--- src/hw/rtl/pps_pkg.sv ---
`default_nettype none

package pps_pkg;

  // request codes
  localparam logic REQ_LOAD = 1'b0;
  localparam logic REQ_TICK = 1'b1;

  localparam int unsigned TimeW  = 16;
  localparam int unsigned WorkW  = 8;
  localparam int unsigned PrioW  = 8;
  localparam int unsigned SlotW  = 4;
  localparam int unsigned CountW = 5;

  localparam logic [TimeW-1:0] TimeMax = '1;

  // one input transaction
  typedef struct packed {
    logic             req_type;
    logic [SlotW-1:0] slot;
    logic [WorkW-1:0] burst_len;
    logic [TimeW-1:0] arrive_at;
    logic [PrioW-1:0] prio_level;
  } req_t;

  // one result transaction
  typedef struct packed {
    logic             busy_tick;
    logic [SlotW-1:0] ran_task;
    logic             finished;
    logic [TimeW-1:0] finish_time;
    logic [TimeW-1:0] turnaround;
    logic [TimeW-1:0] wait_time;
    logic [TimeW-1:0] now_time;
    logic             all_done;
  } res_t;

  // static part of a task slot
  typedef struct packed {
    logic [WorkW-1:0] burst;
    logic [TimeW-1:0] arrive;
    logic [PrioW-1:0] prio;
  } task_rec_t;

endpackage

`default_nettype wire

--- src/hw/rtl/pps_task_store.sv ---
`default_nettype none

module pps_task_store #(
  parameter int unsigned MAX_TASKS = 16
) (
  input  wire                             clk_i,
  input  wire                             rst_ni,
  input  wire                             task_we_i,
  input  wire                             work_we_i,
  input  wire [$clog2(MAX_TASKS)-1:0]     waddr_i,
  input  wire pps_pkg::task_rec_t         task_wdata_i,
  input  wire [pps_pkg::WorkW-1:0]        work_wdata_i,
  input  wire [$clog2(MAX_TASKS)-1:0]     raddr_i,
  output pps_pkg::task_rec_t              rd_task_o,
  output logic [pps_pkg::WorkW-1:0]       rd_work_o
);

  pps_pkg::task_rec_t        task_mem [MAX_TASKS];
  logic [pps_pkg::WorkW-1:0] work_mem [MAX_TASKS];
  logic [MAX_TASKS-1:0]      vld_q;

  pps_pkg::task_rec_t        task_rd_q;
  logic [pps_pkg::WorkW-1:0] work_rd_q;
  logic                      vld_rd_q;

  // task record memory, one write and one registered read port
  always_ff @(posedge clk_i) begin
    if (task_we_i) begin
      task_mem[waddr_i] <= task_wdata_i;
    end
    task_rd_q <= task_mem[raddr_i];
  end

  // remaining work memory
  always_ff @(posedge clk_i) begin
    if (task_we_i || work_we_i) begin
      work_mem[waddr_i] <= work_wdata_i;
    end
    work_rd_q <= work_mem[raddr_i];
  end

  // per-slot valid bits, an unloaded slot reads as no work
  always_ff @(posedge clk_i or negedge rst_ni) begin
    if (!rst_ni) begin
      vld_q    <= '0;
      vld_rd_q <= 1'b0;
    end else begin
      if (task_we_i) begin
        vld_q[waddr_i] <= 1'b1;
      end
      vld_rd_q <= vld_q[raddr_i];
    end
  end

  assign rd_task_o = task_rd_q;
  assign rd_work_o = vld_rd_q ? work_rd_q : '0;

endmodule

`default_nettype wire

--- src/hw/rtl/preemptive_priority_scheduler.sv ---
// channel   | ports                              | transfer
// ----------+------------------------------------+----------------------------------
// request   | start, busy, req_i                 | start high while busy low
// result    | done_o, res_o                      | done_o high for one cycle
// config    | cfg_valid_i, cfg_ready_o, cfg_data_i | cfg_valid_i and cfg_ready_o high
//
// every request scans min(task_count, MAX_TASKS) slots while busy: one slot of the
// task store is read per cycle through its single read port and checked by one
// priority comparator, then an update state and a finish state that forms the wait time.
// the result strobe comes in the same cycle as busy falls; a new start is taken then.
// reset clears time, the valid bits of the task store and the config register.
// the receiver cannot stall the result.

`default_nettype none

module preemptive_priority_scheduler #(
  parameter int unsigned MAX_TASKS = 16
) (
  input  wire                         clk_i,
  input  wire                         rst_ni,
  input  wire                         start,
  output logic                        busy,
  input  wire pps_pkg::req_t          req_i,
  output logic                        done_o,
  output pps_pkg::res_t               res_o,
  input  wire                         cfg_valid_i,
  output logic                        cfg_ready_o,
  input  wire [pps_pkg::CountW-1:0]   cfg_data_i
);

  localparam int unsigned IW = $clog2(MAX_TASKS);
  localparam int unsigned CW = $clog2(MAX_TASKS + 1);

  localparam logic [1:0] S_IDLE = 2'd0;
  localparam logic [1:0] S_SCAN = 2'd1;
  localparam logic [1:0] S_UPD  = 2'd2;
  localparam logic [1:0] S_FIN  = 2'd3;

  logic [1:0]                  state_q, state_d;
  pps_pkg::req_t               req_q;
  logic [pps_pkg::TimeW-1:0]   clock_q, clock_d, clock_nxt;
  logic [pps_pkg::CountW-1:0]  count_q;
  logic [CW-1:0]               lim;
  logic [CW-1:0]               cnt_q, cnt_d;
  logic                        rv_q, rv_d;
  logic [IW-1:0]               ridx_q;
  logic                        found_q, found_d;
  logic [IW-1:0]               best_q, best_d;
  logic [pps_pkg::PrioW-1:0]   bprio_q, bprio_d;
  logic [pps_pkg::TimeW-1:0]   barr_q, barr_d;
  logic [pps_pkg::WorkW-1:0]   bburst_q, bburst_d;
  logic [pps_pkg::WorkW-1:0]   bwork_q, bwork_d;
  logic [1:0]                  nzc_q, nzc_d;
  logic                        fin_q, fin_d;
  logic [pps_pkg::TimeW-1:0]   turn_q, turn_d;
  logic                        alld_q, alld_d;
  pps_pkg::res_t               res_q, res_d;
  logic                        done_q, done_d;

  logic                        accept;
  logic                        load_ok;
  logic                        is_tick;
  logic                        elig;
  logic                        task_we, work_we;
  logic [IW-1:0]               waddr;
  pps_pkg::task_rec_t          wrec, rd_task;
  logic [pps_pkg::WorkW-1:0]   work_wdata, rd_work;
  logic [pps_pkg::TimeW-1:0]   wait_v;

  assign accept      = start && !busy;
  assign busy        = (state_q != S_IDLE);
  assign cfg_ready_o = !busy;
  assign is_tick     = (req_q.req_type == pps_pkg::REQ_TICK);

  // slots that take part
  assign lim = (32'(count_q) > MAX_TASKS) ? CW'(MAX_TASKS) : CW'(count_q);

  // load writes at acceptance, the decrement in the update cycle
  assign load_ok    = accept && (req_i.req_type == pps_pkg::REQ_LOAD)
                      && (32'(req_i.slot) < MAX_TASKS);
  assign task_we    = load_ok;
  assign work_we    = (state_q == S_UPD) && found_q;
  assign waddr      = load_ok ? IW'(req_i.slot) : best_q;
  assign wrec.burst  = req_i.burst_len;
  assign wrec.arrive = req_i.arrive_at;
  assign wrec.prio   = req_i.prio_level;
  assign work_wdata = load_ok ? req_i.burst_len : (bwork_q - 1'b1);

  pps_task_store #(
    .MAX_TASKS(MAX_TASKS)
  ) u_store (
    .clk_i        (clk_i),
    .rst_ni       (rst_ni),
    .task_we_i    (task_we),
    .work_we_i    (work_we),
    .waddr_i      (waddr),
    .task_wdata_i (wrec),
    .work_wdata_i (work_wdata),
    .raddr_i      (cnt_q[IW-1:0]),
    .rd_task_o    (rd_task),
    .rd_work_o    (rd_work)
  );

  // eligibility of the slot whose data came back this cycle
  assign elig = (rd_work != '0) && (rd_task.arrive <= clock_q);

  assign clock_nxt = (clock_q == pps_pkg::TimeMax) ? clock_q : (clock_q + 1'b1);
  assign wait_v    = (turn_q >= 16'(bburst_q)) ? (turn_q - 16'(bburst_q)) : '0;

  // sequencer
  always_comb begin
    state_d  = state_q;
    clock_d  = clock_q;
    cnt_d    = cnt_q;
    rv_d     = 1'b0;
    found_d  = found_q;
    best_d   = best_q;
    bprio_d  = bprio_q;
    barr_d   = barr_q;
    bburst_d = bburst_q;
    bwork_d  = bwork_q;
    nzc_d    = nzc_q;
    fin_d    = fin_q;
    turn_d   = turn_q;
    alld_d   = alld_q;
    res_d    = res_q;
    done_d   = 1'b0;
    case (state_q)
      S_IDLE: begin
        if (accept) begin
          state_d = S_SCAN;
          cnt_d   = '0;
          found_d = 1'b0;
          nzc_d   = '0;
        end
      end
      S_SCAN: begin
        // issue the next read, move on once the last slot is checked
        if (cnt_q < lim) begin
          rv_d  = 1'b1;
          cnt_d = cnt_q + 1'b1;
        end else begin
          state_d = S_UPD;
        end
        // check the slot read last cycle
        if (rv_q) begin
          if (rd_work != '0 && nzc_q != 2'd2) begin
            nzc_d = nzc_q + 1'b1;
          end
          if (is_tick && elig && (!found_q || rd_task.prio > bprio_q)) begin
            found_d  = 1'b1;
            best_d   = ridx_q;
            bprio_d  = rd_task.prio;
            barr_d   = rd_task.arrive;
            bburst_d = rd_task.burst;
            bwork_d  = rd_work;
          end
        end
      end
      S_UPD: begin
        if (is_tick) begin
          clock_d = clock_nxt;
        end
        fin_d  = found_q && (bwork_q == 8'd1);
        turn_d = (clock_nxt >= barr_q) ? (clock_nxt - barr_q) : '0;
        alld_d = (nzc_q == 2'd0)
                 || ((nzc_q == 2'd1) && found_q && (bwork_q == 8'd1));
        state_d = S_FIN;
      end
      S_FIN: begin
        res_d.busy_tick   = found_q;
        res_d.ran_task    = found_q ? 4'(best_q) : '0;
        res_d.finished    = fin_q;
        res_d.finish_time = fin_q ? clock_q : '0;
        res_d.turnaround  = fin_q ? turn_q : '0;
        res_d.wait_time   = fin_q ? wait_v : '0;
        res_d.now_time    = clock_q;
        res_d.all_done    = alld_q;
        done_d  = 1'b1;
        state_d = S_IDLE;
      end
      default: begin
        state_d = S_IDLE;
      end
    endcase
  end

  // control registers
  always_ff @(posedge clk_i or negedge rst_ni) begin
    if (!rst_ni) begin
      state_q <= S_IDLE;
      clock_q <= '0;
      count_q <= '0;
      cnt_q   <= '0;
      rv_q    <= 1'b0;
      found_q <= 1'b0;
      done_q  <= 1'b0;
    end else begin
      state_q <= state_d;
      clock_q <= clock_d;
      cnt_q   <= cnt_d;
      rv_q    <= rv_d;
      found_q <= found_d;
      done_q  <= done_d;
      if (cfg_valid_i && cfg_ready_o) begin
        count_q <= cfg_data_i;
      end
    end
  end

  // datapath registers
  always_ff @(posedge clk_i) begin
    if (accept) begin
      req_q <= req_i;
    end
    ridx_q   <= cnt_q[IW-1:0];
    best_q   <= best_d;
    bprio_q  <= bprio_d;
    barr_q   <= barr_d;
    bburst_q <= bburst_d;
    bwork_q  <= bwork_d;
    nzc_q    <= nzc_d;
    fin_q    <= fin_d;
    turn_q   <= turn_d;
    alld_q   <= alld_d;
    res_q    <= res_d;
  end

  assign done_o = done_q;
  assign res_o  = res_q;

  // checks
  a_done_after_fin: assert property (@(posedge clk_i) disable iff (!rst_ni)
    done_o |-> $past(state_q == S_FIN))
    else $error("result strobe without a finish cycle");

  a_accept_scan: assert property (@(posedge clk_i) disable iff (!rst_ni)
    (start && !busy) |=> (state_q == S_SCAN))
    else $error("accepted transaction did not start a scan");

  a_best_in_range: assert property (@(posedge clk_i) disable iff (!rst_ni)
    ((state_q == S_UPD) && found_q) |-> (32'(best_q) < 32'(lim)))
    else $error("selected slot outside the active range");

  a_time_monotonic: assert property (@(posedge clk_i) disable iff (!rst_ni)
    (state_q != S_UPD) |=> (clock_q == $past(clock_q)))
    else $error("time moved outside the update cycle");

endmodule

`default_nettype wire

--- config.mk ---
export PLATFORM = sky130hd
export DESIGN_NAME = preemptive_priority_scheduler
export DESIGN_NICKNAME = d
export VERILOG_FILES = /design/src/hw/rtl/pps_pkg.sv /design/src/hw/rtl/pps_task_store.sv /design/src/hw/rtl/preemptive_priority_scheduler.sv
export SDC_FILE = /design/constraint.sdc
export NUM_CORES = 1
export LEC_CHECK = 0
export BUFFER_PORTS_ARGS = -buffer_cell sky130_fd_sc_hd__clkbuf_2
export CORE_AREA = 2 2 279 281
export DETAILED_ROUTE_END_ITERATION = 6
export DIE_AREA = 0 0 281 283
export GPL_TIMING_DRIVEN = 0
export MAX_ROUTING_LAYER = met4
export PLACE_DENSITY_LB_ADDON = 0.25
export SETUP_SLACK_MARGIN = 0.2
export SLEW_MARGIN = 30
export SYNTH_ARGS = -nofsm -noshare
export SYNTH_HDL_FRONTEND = slang
export SYNTH_SLANG_ARGS = --single-unit
--- constraint.sdc ---
create_clock -name clk_i -period 7.79 [get_ports clk_i]
set_clock_uncertainty 0.05 [all_clocks]
set_input_delay 0.3895 -clock clk_i [delete_from_list [all_inputs] [get_ports clk_i]]
set_output_delay 0.3895 -clock clk_i [all_outputs]
set_load 0.02 [all_outputs]
Word level (Yosys, flattened, before mapping)
Memories as Yosys holds them, arrays and structs flattened. A register that Yosys moved wholly into a read port is not among the register bits.
Cells that the tools add are included.
{"block": "op_classes", "reduce_logical": 29, "n_lt_le_gt_ge": 9, "n_mul": 0, "eq_ne": 13, "n_addsub": 6, "shifts": 0, "n_bitwise": 2, "mux": 30, "div": 0}
{"operator": "$add A16 B1 Y16 const B", "count": 1}
{"operator": "$eq A16 B16 Y1 const B", "count": 1}
{"operator": "$ge A16 B16 Y1", "count": 1}
{"operator": "$ge A16 B8 Y1", "count": 1}
{"operator": "$le A16 B16 Y1", "count": 1}
{"operator": "$mux W16", "count": 1}
{"operator": "$mux W8", "count": 2}
{"operator": "$or A16 B16 Y16", "count": 1}
{"operator": "$sub A16 B16 Y16", "count": 1}
{"operator": "$sub A16 B8 Y16", "count": 1}
{"operator": "$mux W5", "count": 3}
{"operator": "$ne A2 B2 Y1 const B", "count": 7}
{"operator": "$logic_and A1 B1 Y1", "count": 12}
{"operator": "$mux W1", "count": 12}
{"operator": "$lt A4 B5 Y1 const B", "count": 2}
{"operator": "$mux W2", "count": 5}
{"operator": "$pmux W5 S2", "count": 1}
{"operator": "$eq A8 B1 Y1 const B", "count": 1}
{"operator": "$gt A8 B8 Y1", "count": 1}
{"operator": "$pmux W2 S4", "count": 1}
{"operator": "$reduce_and A4 Y1", "count": 2}
{"operator": "$reduce_bool A8 Y1", "count": 1}
{"operator": "$sub A8 B1 Y8 const B", "count": 1}
{"operator": "$reduce_and A2 Y1", "count": 3}
{"operator": "18 further kinds", "count": 26}
{"block": "totals", "output_inout_bits": 74, "romBits": 0, "mem_bits_rw": 640, "latchBits": 0, "inputBits": 46, "memories": 2, "reg_bits": 188}
{"name": "u_store.task_mem", "depth": 16, "width": 32, "rd": 1, "rd_clocked_by_memory_dff": 1, "wr": 1, "line": "pps_task_store.sv:18", "source": "pps_pkg::task_rec_t task_mem [MAX_TASKS];"}
{"name": "u_store.work_mem", "depth": 16, "width": 8, "rd": 1, "rd_clocked_by_memory_dff": 1, "wr": 1, "line": "pps_task_store.sv:19", "source": "logic [pps_pkg::WorkW-1:0] work_mem [MAX_TASKS];"}

Logic depth before layout (Yosys ltp)
{"block": "depth", "depth_word": 10, "mapped_depth": 18}

Hierarchy
Synthesis repeated with hierarchy kept, for this count alone.
{"block": "unflattened", "hier_cells": 1888, "hier_area_um2": 34346.7}
{"mod": "pps_task_store", "cells_each": 1115, "instances": 1, "area_per_inst_um2": 25552.0, "seq_area_each_um2": 20444.6}
{"mod": "preemptive_priority_scheduler", "cells_each": 773, "instances": 1, "area_per_inst_um2": 8794.7, "seq_area_each_um2": 4939.7}

Least setup slack after synthesis
OpenSTA, ideal clock, no wires.
{"block": "synth_timing", "path_kind": "reg-to-reg", "from": "register state_q[0]", "to": "memory u_store.task_mem[0][0] in the netlist's numbering (enable)", "slack_ns": 3.400, "path_buffers": 1, "stages_incl_launch_ff": 9, "period_less_slack_ns": 4.390, "t_arrival_ns": 3.877, "path_cell_list": "dfrtp_1 inv_1 ha_1 nand2_1 inv_1 nand2b_1 clkbuf_1 or3_1 nor3_1"}
{"block": "synth_via", "elab_chain_len": 6}
{"element": "from (decl)", "line": "preemptive_priority_scheduler.sv:39", "source": "logic [1:0] state_q, state_d;"}
{"element": "from (signal assigned)", "line": "preemptive_priority_scheduler.sv:199", "source": "state_q <= state_d;"}
{"element": "$reduce_bool A2 Y1 (*)", "line": "preemptive_priority_scheduler.sv:71", "source": "assign busy = (state_q != S_IDLE);"}
{"element": "$logic_not A1 Y1 (*)"}
{"element": "net cfg_ready_o", "line": "preemptive_priority_scheduler.sv:27", "source": "output logic cfg_ready_o,"}
{"element": "$logic_and A1 B1 Y1 (*)", "line": "preemptive_priority_scheduler.sv:70", "source": "assign accept = start && !busy;"}
{"element": "net accept", "line": "preemptive_priority_scheduler.sv:60", "source": "logic accept;"}
{"element": "$logic_and A1 B1 Y1 (*)", "line": "preemptive_priority_scheduler.sv:79", "source": "assign load_ok = accept && (req_i.req_type == pps_pkg::REQ_LOAD)"}
{"element": "$mux W1", "line": "pps_task_store.sv:28", "source": "if (task_we_i) begin"}
{"element": "$mux W1 (implied by the code)", "line": "pps_task_store.sv:29", "source": "task_mem[waddr_i] <= task_wdata_i;"}
{"element": "to (decl)", "line": "pps_task_store.sv:18"}
Mark *: on every way through the listed nets, which the timed path passes. The rest lies on a longest branch.

Final worst setup path
{"block": "layout_timing", "from": "register clock_q[4] in the netlist's numbering", "to": "register turn_q[9] in the netlist's numbering (data pin)"}
{"block": "layout_via", "elab_chain_len": 3}
{"element": "from (decl)", "line": "preemptive_priority_scheduler.sv:41", "source": "logic [pps_pkg::TimeW-1:0] clock_q, clock_d, clock_nxt;"}
{"element": "from (signal assigned)", "line": "preemptive_priority_scheduler.sv:200", "source": "clock_q <= clock_d;"}
{"element": "$add A16 B1 Y16 or $eq A16 B16 Y1 (tied branches)", "line": "preemptive_priority_scheduler.sv:107", "source": "assign clock_nxt = (clock_q == pps_pkg::TimeMax) ? clock_q : (clock_q + 1'b1);"}
{"element": "$mux W16 (*)", "line": "preemptive_priority_scheduler.sv:107"}
{"element": "$sub A16 B16 Y16 or $ge A16 B16 Y1 (tied branches)", "line": "preemptive_priority_scheduler.sv:165", "source": "turn_d = (clock_nxt >= barr_q) ? (clock_nxt - barr_q) : '0;"}
{"element": "to (signal assigned)", "line": "preemptive_priority_scheduler.sv:224", "source": "turn_q <= turn_d;"}
{"element": "to (decl)", "line": "preemptive_priority_scheduler.sv:55", "source": "logic [pps_pkg::TimeW-1:0] turn_q, turn_d;"}
Every way passes the cells marked *; elsewhere a longest branch is shown, timed or not.
A chain may end at the register's enable or synchronous reset.

==> impl_metrics.yaml <==
route:
  via_count: 17481
  drtPass1Iterations: 6
  first_iter_violations: 1645
  post_drt_wl_per_cell_um: 25.1
  viasPerCell: 5.55
  wl_um: 79100
  drc_errors: 0
  postRouteAntennaNets: 0
final_layout:
  fillCellCount: 6028
  syn2layout_area_growth_pct: 17.5
  layout-drive-gt1-share: 0.281
  final_nets: 2150
logic_synthesis:
  syn-cell-area_um2: 34200
  synthTopCellsByArea: "edfxtp_1 68%, mux4_2 13%, dfrtp_1 3.5%, dfxtp_1 2.6%, ha_1 2.3%"
  synth_most_common_cell: "edfxtp_1"
  avgSynthCellArea_um2: 19.4
  yosys-top-cells-count: "776 x edfxtp_1, 205 x mux4_2, 99 x nor2_1, 66 x inv_1, 63 x ha_1"
  syn-num-nets: 1879
  syn_inst: 1768
  synth_edf_count: 776
  yosysWarnings: 0
  synth_largest_area_cell: "edfxtp_1"
  synth_cell_types: 54
  synth_top_area_frac: 0.681
  seq_area_frac_synth: 0.742
  synth-seq-cells: 868
  ys.flop_type: "edfxtp_1"
  synthArstFlopShare: 0.0553
setup_path:
  reg2reg_slack_ps: 2800
  critPathMaxStageDelay_ps: 470
  end_kind: "register"
  critPathKind: "register to register"
  required_ps: 8100
  crit_arrival_ps: 5290
  cp_top_family: "simple AND/OR/NAND/NOR gates"
  cp_cell_sequence: "clkbuf_1 -> nand3_1 -> nor3_1 -> nand4_1 -> or3_1 -> clkbuf_1 -> xnor2_1 -> ha_1 -> inv_1 -> fa_1 -> nand3_1 -> nand3_1 -> a21oi_1 -> a211o_1 -> a21o_1 -> o211a_1 -> clkbuf_1 -> nor2_1"
  crit_path_start_kind: "register"
  worst_path_max_delay_cell: "nor3_1"
  critPathBufInv: 4
  crit_fanout: 10
pwr:
  irDropWorstVdd_mv: 0.188
  pwr-share-seq: 0.464
  p_clk_frac: 0.334
  powerDensity_nw_per_um2: 311
  comb_power_share: 0.202
  p_switching_uw: 3440
  power.internal_uw: 9070
  p_leak_uw: 0.0134
  swShare: 0.275
grt:
  grt_pass1_wl_um: 117000
  grt_max_degree: 56
  overflow: 0
  gr-usage-all-layers: 0.208
  grt_pass1_vias: 17758
  antenna_found_initial: 4
timing:
  layout_min_cycle_time_ps: 4990
  period_share: 0.640
  setup_ws_ps: 2800
  rsz0062_at_grt: "false"
  slew_violations: 0
  max-slew-margin-rel: 0.331
  timing.hold.ws_ps: 106
  hold_violations: 0
  max_freq_mhz: 201
  setup_viol: 0
  finalSetupTns_ps: 0
  worst_pin_slew_ps: 1000
placement:
  dp_slack_ps: 2750
  gp_congestion: 0.870
  place_hpwl_um: 54900
  port_buffers: 118
clock_tree:
  cts_sinks: 868
  clockBufferDepth: 3
  cts-root-buf: "clkbuf_16"
  insertion_delay_ps: 640
  cts_tree: "built"
  cts-htree-levels: 3
  clkTransAtPathRegs_ps: 60
  ctsResizeCount: 0
  cts_inserted_buffers: 87
floorplanning:
  ios: 120
  dieArea_um2: 79500
  core_region_area_um2: 76700
  die_w_um: 281
  die_h_um: 283
  rows: 102
  initial_utilization: 0.446
hold_path:
  holdCritPathClass: "primary input to register"
run:
  maxCapViolations: 0
status:
  outcome: "finished, final reports clean"
==> metal layers <==
layer | part of all wire | wire length (um) | vias up | track usage
met5 | 0 | 0 | - | -
met3 | 0.071 | 5590 | 110 | 0.0351
li1 | - | - | 7598 | -
met2 | 0.51 | 40100 | 667 | 0.341
met1 | 0.40 | 31900 | 9106 | 0.271
met4 | 0.019 | 1520 | 0 | 0.0539
==> placed cells by master (no fill, tap or decap), types with 9 or more instances in the layout <==
cell	instances
xnor2_1	41
a21oi_1	35
and2_1	46
buf_2	13
nand2b_1	15
or2_2	17
clkbuf_2	127
nand3_1	13
clkbuf_1	60
nand4_1	20
nand2_1	43
o21a_1	9
bufinv_16	9
edfxtp_1	776
buf_16	20
nor2_4	12
dfxtp_1	44
o21ai_0	29
ha_1	61
nor2b_1	9
nor3_1	18
clkinv_1	11
clkbuf_16	88
nor2_1	85
mux4_2	205
buf_4	21
clkinv_2	18
a21o_1	10
dfrtp_1	48
inv_1	66
==> worst reg2reg max path, delay by kind of cell (launching register included) <==
| kind | cells | cell delay [ps] |
|---|---|---|
| adders and majority gates | 2 | 630 |
| and+or+nand+nor | 7 | 1650 |
| xor gates and xnor gates | 1 | 240 |
| DFF | 1 | 340 |
| buffers and inverters | 4 | 1030 |
| AOI/OAI and AO/OA | 4 | 760 |
==> state kept, by name, indices dropped and copies added, names as in the netlist, 5 cells and up <==
| signal | cells |
|---|---|
| count_q | 5 |
| res_o | 71 |
| bburst_q | 8 |
| bprio_q | 8 |
| u_store.work_mem | 128 |
| u_store.task_mem | 512 |
| cnt_q | 5 |
| u_store.rd_task_o | 32 |
| barr_q | 16 |
| clock_q | 16 |
| bwork_q | 8 |
| turn_q | 16 |
| u_store.work_rd_q | 8 |
| u_store.vld_q | 16 |
==> final timing paths <==
path	end	depth (start not counted)	startpoint
worst max register to register	turn_q[9]$_SDFFCE_PN0P_	18	clock_q[4]$_DFFE_PN0P_
worst min register to register	best_q[3]$_DFFE_PP_	0	ridx_q[3]$_DFF_P_
worst min-delay path	u_store.task_mem[10][15]$_DFFE_PP_	1	req_i[15]
max in group asynchronous	u_store.vld_q[6]$_DFFE_PN0P_	3	rst_ni
min in group asynchronous	clock_q[9]$_DFFE_PN0P_	2	rst_ni
worst max-delay path	turn_q[9]$_SDFFCE_PN0P_	18	clock_q[4]$_DFFE_PN0P_
==> kinds of logic (layout without fill, tap and decap cells) <==
| family | count (synthesis) | in the layout | share of synthesized area |
|---|---|---|---|
| muxes | 212 | 212 | 0.137 |
| other | 0 | 2 | 0 |
| adders and majority gates | 65 | 65 | 0.0242 |
| DFF | 868 | 868 | 0.742 |
| buffers and inverters | 134 | 476 | 0.0150 |
| and+or+nand+nor | 311 | 311 | 0.0458 |
| AOI/OAI and AO/OA | 129 | 129 | 0.0238 |
| xor gates and xnor gates | 49 | 49 | 0.0125 |
==> power by group through the flow <==
stage               clock, uW  sequential (uW)  combinational, uW
floorplan                   0             5950               1560
CTS                      4260             5810               2570
finish                   4180             5810               2520
detailed placement          0             5910               2560
global route             4440             5850               2750
global placement            0             5910               2470
==> area by class of cell <==
cell class | count | area [um^2] | area share
sequential | 868 | 25400 | 0.631
multi-input combinational | 766 | 8510 | 0.211
clock buffer | 111 | 2340 | 0.0581
timing repair buffer | 182 | 1630 | 0.0405
tap | 1040 | 1300 | 0.0323
clock inverter | 49 | 531 | 0.0132
buffer | 68 | 292 | 0.00725
inverter | 66 | 248 | 0.00616
antenna | 2 | 5.00 | 0.000124
==> timing repair <==
item | in CTS | in global routing
hold buffers | 7 | 0
endpoints found under the hold margin | 54 | 0
setup buffers | 0 | 0
setup endpoints to repair | 0 | 0
==> per-stage QoR <==
step	instance area (um^2)	cells	util	total power [uW]
floorplan	34200	1768	-	7510
global placement	36100	2926	0.471	8380
detailed placement	37300	2983	0.486	8470
CTS	40200	3150	0.524	12600
global route	40200	3152	0.525	13000
finish	40200	3152	0.525	12500
Power figures use the tool's default switching activity.
